$ cat src/mab_pkg.sv
// Package: shared types and codes for the MP3 ADU segment builder.
package mab_pkg;

    localparam logic [2:0] KIND_PH  = 3'd0;
    localparam logic [2:0] KIND_IH  = 3'd1;
    localparam logic [2:0] KIND_HC  = 3'd2;
    localparam logic [2:0] KIND_DB  = 3'd3;
    localparam logic [2:0] KIND_ERR = 3'd4;

    localparam logic CFG_IL_EN = 1'b0;
    localparam logic CFG_SPG   = 1'b1;

    typedef struct packed {
        logic [31:0] hdr;
        logic [8:0]  bp;
        logic [5:0]  side;
        logic [11:0] size;
    } row_t;

    typedef struct packed {
        logic       clear;
        logic       load_wr;
        logic       start_build;
        logic       cap_s;
        logic       cap_n;
        logic       walk_step;
        logic       walk_cap;
        logic       walk_fix;
        logic       gather_step;
        logic       out_ld;
        logic [2:0] out_kind;
        logic       out_last;
    } dp_cmd_t;

    typedef struct packed {
        logic clear_last;
        logic in_build;
        logic in_s_zero;
        logic walk_cover;
        logic walk_fail;
        logic div_done;
        logic slot_free;
        logic il_en;
        logic hc_last;
        logic db_last;
    } dp_stat_t;

endpackage

$ cat src/mab_ctrl.sv
// Controller: sequences clear, load, walk, divide and result emission.
module mab_ctrl
    import mab_pkg::*;
(
    input  logic     clk,
    input  logic     rst_n,
    input  logic     in_valid,
    output logic     in_ready,
    input  dp_stat_t stat,
    output dp_cmd_t  cmd
);

    localparam logic [3:0] ST_CLEAR = 4'd0;
    localparam logic [3:0] ST_IDLE  = 4'd1;
    localparam logic [3:0] ST_RD_S  = 4'd2;
    localparam logic [3:0] ST_RD_N  = 4'd3;
    localparam logic [3:0] ST_WCHK  = 4'd4;
    localparam logic [3:0] ST_WRD   = 4'd5;
    localparam logic [3:0] ST_DIVW  = 4'd6;
    localparam logic [3:0] ST_E_PH  = 4'd7;
    localparam logic [3:0] ST_E_IH  = 4'd8;
    localparam logic [3:0] ST_E_HC  = 4'd9;
    localparam logic [3:0] ST_E_DB  = 4'd10;
    localparam logic [3:0] ST_E_ERR = 4'd11;

    logic [3:0] state_reg;
    logic [3:0] state_next;
    logic       acc;

    assign in_ready = (state_reg == ST_IDLE);
    assign acc      = in_valid && in_ready;

    always_comb
    begin
        state_next = state_reg;
        cmd        = '0;
        case (state_reg)
            ST_CLEAR:
            begin
                cmd.clear = 1'b1;
                if (stat.clear_last)
                begin
                    state_next = ST_IDLE;
                end
            end
            ST_IDLE:
            begin
                if (acc && !stat.in_build)
                begin
                    cmd.load_wr = 1'b1;
                end
                else if (acc)
                begin
                    cmd.start_build = 1'b1;
                    state_next = stat.in_s_zero ? ST_E_ERR : ST_RD_S;
                end
            end
            ST_RD_S:
            begin
                cmd.cap_s  = 1'b1;
                state_next = ST_RD_N;
            end
            ST_RD_N:
            begin
                cmd.cap_n  = 1'b1;
                state_next = ST_WCHK;
            end
            ST_WCHK:
            begin
                if (stat.walk_cover)
                begin
                    cmd.walk_fix = 1'b1;
                    state_next   = ST_DIVW;
                end
                else if (stat.walk_fail)
                begin
                    state_next = ST_E_ERR;
                end
                else
                begin
                    cmd.walk_step = 1'b1;
                    state_next    = ST_WRD;
                end
            end
            ST_WRD:
            begin
                cmd.walk_cap = 1'b1;
                state_next   = ST_WCHK;
            end
            ST_DIVW:
            begin
                if (stat.div_done)
                begin
                    state_next = ST_E_PH;
                end
            end
            ST_E_PH:
            begin
                cmd.out_kind = KIND_PH;
                if (stat.slot_free)
                begin
                    cmd.out_ld = 1'b1;
                    state_next = stat.il_en ? ST_E_IH : ST_E_HC;
                end
            end
            ST_E_IH:
            begin
                cmd.out_kind = KIND_IH;
                if (stat.slot_free)
                begin
                    cmd.out_ld = 1'b1;
                    state_next = ST_E_HC;
                end
            end
            ST_E_HC:
            begin
                cmd.out_kind = KIND_HC;
                cmd.out_last = stat.hc_last;
                if (stat.slot_free)
                begin
                    cmd.out_ld = 1'b1;
                    state_next = stat.hc_last ? ST_IDLE : ST_E_DB;
                end
            end
            ST_E_DB:
            begin
                cmd.out_kind = KIND_DB;
                cmd.out_last = stat.db_last;
                if (stat.slot_free)
                begin
                    cmd.out_ld      = 1'b1;
                    cmd.gather_step = 1'b1;
                    if (stat.db_last)
                    begin
                        state_next = ST_IDLE;
                    end
                end
            end
            ST_E_ERR:
            begin
                cmd.out_kind = KIND_ERR;
                cmd.out_last = 1'b1;
                if (stat.slot_free)
                begin
                    cmd.out_ld = 1'b1;
                    state_next = ST_IDLE;
                end
            end
            default:
            begin
                state_next = ST_IDLE;
            end
        endcase
    end

    always_ff @(posedge clk or negedge rst_n)
    begin
        if (!rst_n)
        begin
            state_reg <= ST_CLEAR;
        end
        else
        begin
            state_reg <= state_next;
        end
    end

endmodule

$ cat config.mk
export PLATFORM = sky130hd
export DESIGN_NAME = mab_ctrl
export DESIGN_NICKNAME = d
export VERILOG_FILES = /design/src/mab_pkg.sv /design/src/mab_ctrl.sv
export SDC_FILE = /design/constraint.sdc
export NUM_CORES = 1
export LEC_CHECK = 0
export ABC_AREA = 1
export BUFFER_PORTS_ARGS = -buffer_cell sky130_fd_sc_hd__buf_2
export CAP_MARGIN = 5
export CELL_PAD_IN_SITES_DETAIL_PLACEMENT = 1
export CELL_PAD_IN_SITES_GLOBAL_PLACEMENT = 1
export CORE_ASPECT_RATIO = 1.5
export CORE_UTILIZATION = 30
export CTS_CLUSTER_SIZE = 20
export DETAILED_ROUTE_END_ITERATION = 8
export GPL_TIMING_DRIVEN = 0
export PLACE_DENSITY = 0.84
export SLEW_MARGIN = 10
export SYNTH_ARGS = -nofsm -noshare
export SYNTH_HDL_FRONTEND = slang
export SYNTH_SLANG_ARGS = --single-unit
$ cat constraint.sdc
create_clock -name clk -period 3.2 [get_ports clk]
set_input_delay 0.64 -clock clk [delete_from_list [all_inputs] [get_ports clk]]
set_output_delay 0.64 -clock clk [all_outputs]
set_load 0.005 [all_outputs]
==> key figures <==
Synth
  – Fraction of the mapped netlist area in adder cells: 0%
  – Number of register bits inferred by synthesis: 4
  – Syn Nets: 121
  – Fraction of synthesized cell area in xor and xnor cells: 0%
  – Number of synthesized flops with an enable pin: 0
  – Cell count after synthesis: 108
  – Avg Cell Area, Syn: 5.43 sq um
  – Largest family of logic cells by synthesized area: simple AND/OR/NAND/NOR gates
  – Synth warnings: 0
  – Post-synthesis mux area share: 0%
  – Synth Flop Type: dfrtp_1
  – Synth Area in Compound Gates: 7.89%
  – Seq/Total Area, Yosys: 17.1%
  – Post-synth top area share: 17.9%
  – Cells taking the most area after synthesis: nand2_1 (18%), dfrtp_1 (17%), nand3_1 (16%), nor2_1 (12%), inv_1 (6.4%)
  – Post-Synth Simple-Gate Area: 64.8%
  – FFs w/ async S/R, synth: 100%
  – Mapped cell area: 587 sq um
  – Synth cell types: 19
  – Area leader, netlist: nand2_1

Floorplan
  – Ports: 28
  – Core area: 0.00183 sq mm
  – Initial Utilization: 32.1%
  – Die ar.: 0.00214 sq mm
  – Die X-Extent: 38.1 um
  – Core Rows: 19
  – Die Span Y: 56.2 um

GRT
  – Pin count of the biggest net entering global routing: 11
  – Vias in the first global route: 775
  – First-pass GRT wire length: 3.42 mm
  – Global route overflow: 0
  – Initial antenna violation count: 0
  – Gr usage total: 21.1%

Finish
  – Final #Nets: 153
  – Filler cells: 273
  – FF/Latch Area: 100 sq um
  – Final instance area: 771 sq um
  – Max reg flops: 4
  – Inserted Diodes: 0
  – Layout area overhead: 31.3%
  – Final Core Density: 42.1%
  – Multi-input logic area: 427 sq um
  – Ratio of cells with drive above 1 in the final layout: 31.9%

Setup path
  – Critical Path Max Stage Delay: 0.43 ns
  – Critical Path AT: 1.51 ns
  – CP top delay family: flip-flops
  – Worst path slowest cell: dfrtp_1
  – Worst r2r src: state_reg[0]$_DFFE_PN0P_
  – Worst Setup End Kind: output pin
  – CP max FO: 10
  – Reg-to-Reg End: state_reg[2]$_DFFE_PN0P_
  – Cells on worst reg2reg path: 8
  – Critical path class: flip-flop to output pin
  – Critical Path Source Type: flip-flop
  – Most frequent CP cell: nor2_1
  – Critical path, cell by cell: inv_2, nor2_4, inv_1, nor2_1, nor2_1, o21ai_0, buf_2
  – Worst path depth: 7
  – Worst Path Required: 2.56 ns
  – CP Buf/Inv Count: 3
  – Flop-to-flop setup slack: 1.76 ns

Timing
  – Fmax: 464 MHz
  – Worst Clk Skew: 0.000181 ns
  – Post-layout min period: 2.15 ns
  – Final worst-path cycle share: 67.3%
  – Slew Limit Fails: 0
  – Setup Viol. Count Final: 0
  – Worst-Margin Slew: 0.358 ns
  – Relative slew slack: 76.1%
  – Worst setup margin: 1.05 ns
  – RSZ-0062 raised after global routing: no
  – Setup TNS: 0 ns
  – Final hold vios: 0

Power and ir drop
  – Leak pwr: 0.481 nW
  – Peak supply drop: 0.260 mV
  – Power, Total: 0.000642 W
  – Pwr Density: 833 mW/mm^2

Routing
  – DRC viols: 0
  – Post-Route WL: 1.97 mm
  – Vias: 801
  – DR iter-0 viols: 4
  – Drt wl/cell: 12.4 um
  – First-pass DRT Iterations: 4
  – Vias per inst: 5.04
  – ANT nets after route: 0

CTS
  – CTS tree: yes
  – H-tree depth: 1
  – Clk root buf: clkbuf_4
  – Number of clock sinks: 4
  – Clk slew on worst S/H paths: 0.04 ns
  – Maximum clock insertion buffer count: 2
  – Setup Fix Bufs, Post-CTS: 0
  – Hold_buf cts: 0
  – Clk_lat worst skew: 0.23 ns
  – # resized after CTS: 0
  – Number of CTS-inserted buffers: 3

Placement
  – Dpl hpwl: 1.68 mm
  – IO buf count: 27
  – Dpl cell area: 748 sq um
  – Pre-CTS WS: 1.29 ns
  – Routability Congestion: 0.814

Job
  – Max_cap viols: 0

Min path
  – Worst min-delay path class: primary input to asynchronous set/reset pin

Outcome
  – Outcome: completed
-- power breakdown --
group	leakage [nW]	switching, W	internal [W]
registers	0.0508	0.0000318	0.0000745
logic	0.417	0.000312	0.000164
clock network	0.0138	0.0000180	0.0000418
-- placed cells by master, fill, tap and decap left out --
cell type / instances
nor3_1: 2
o21ai_2: 1
nand3b_1: 3
clkbuf_4: 3
o21ai_0: 4
nor2_1: 19
buf_2: 27
dfrtp_1: 4
nand3_1: 19
nand2_1: 28
nand4_1: 1
nor2_2: 3
a21oi_1: 2
inv_2: 4
o211ai_1: 1
nand2_2: 2
inv_1: 10
nor4_1: 1
nand3_2: 1
buf_4: 1
nor2_4: 2
-- through the flow --
step | hold slack [ns] | cells
finish | 0.207 | 159
global route | 0.201 | 159
CTS | 0.204 | 159
detailed placement | 0.447 | 156
global placement | 0.443 | 156
floorplan | 0.344 | 108
-- kinds of logic after synthesis --
logic type             after synthesis
AND/OR/NAND/NOR                     81
flip-flops                           4
AO/OA/AOI/OAI                        8
buffers and inverters               15
-- worst max-delay path by stage --
stage	startpoint	to	slack, ns
after floorplan	state_reg[3]$_DFFE_PN0P_	cmd[0]	1.56
after global placement	state_reg[0]$_DFFE_PN0P_	cmd[0]	1.31
after detailed placement	state_reg[3]$_DFFE_PN0P_	cmd[0]	1.29
after CTS	state_reg[3]$_DFFE_PN0P_	cmd[0]	1.03
after global routing	state_reg[3]$_DFFE_PN0P_	cmd[0]	0.87
final	state_reg[3]$_DFFE_PN0P_	cmd[0]	1.05
-- Yosys cell counts (2+ instances only) --
cell	instances
a21oi_1	2
nand2_1	28
nor2_2	3
nor2_1	19
nor3_1	2
nand3b_1	3
inv_1	10
nand3_1	19
inv_2	4
dfrtp_1	4
nor2_4	2
o21ai_0	4
nand2_2	2
-- cell type report --
class | count | share of cell area, %
plain buffers | 1 | 0.974
clock buffers | 3 | 2.92
inverters | 14 | 6.82
multi-input cells | 89 | 55.4
flip-flops and latches | 4 | 13.0
well taps | 21 | 3.41
repair buffers | 27 | 17.5
-- per-layer routing --
metal / vias up / wire length (um) / GRT usage, %
li1: 413 / - / -
met4: 0 / 0 / 5.61
met2: 18 / 1090 / 38.5
met1: 370 / 829 / 25.4
met3: 0 / 50 / 0.400
met5: - / 0 / 0
Note: power is estimated with default switching activity, not from simulation.
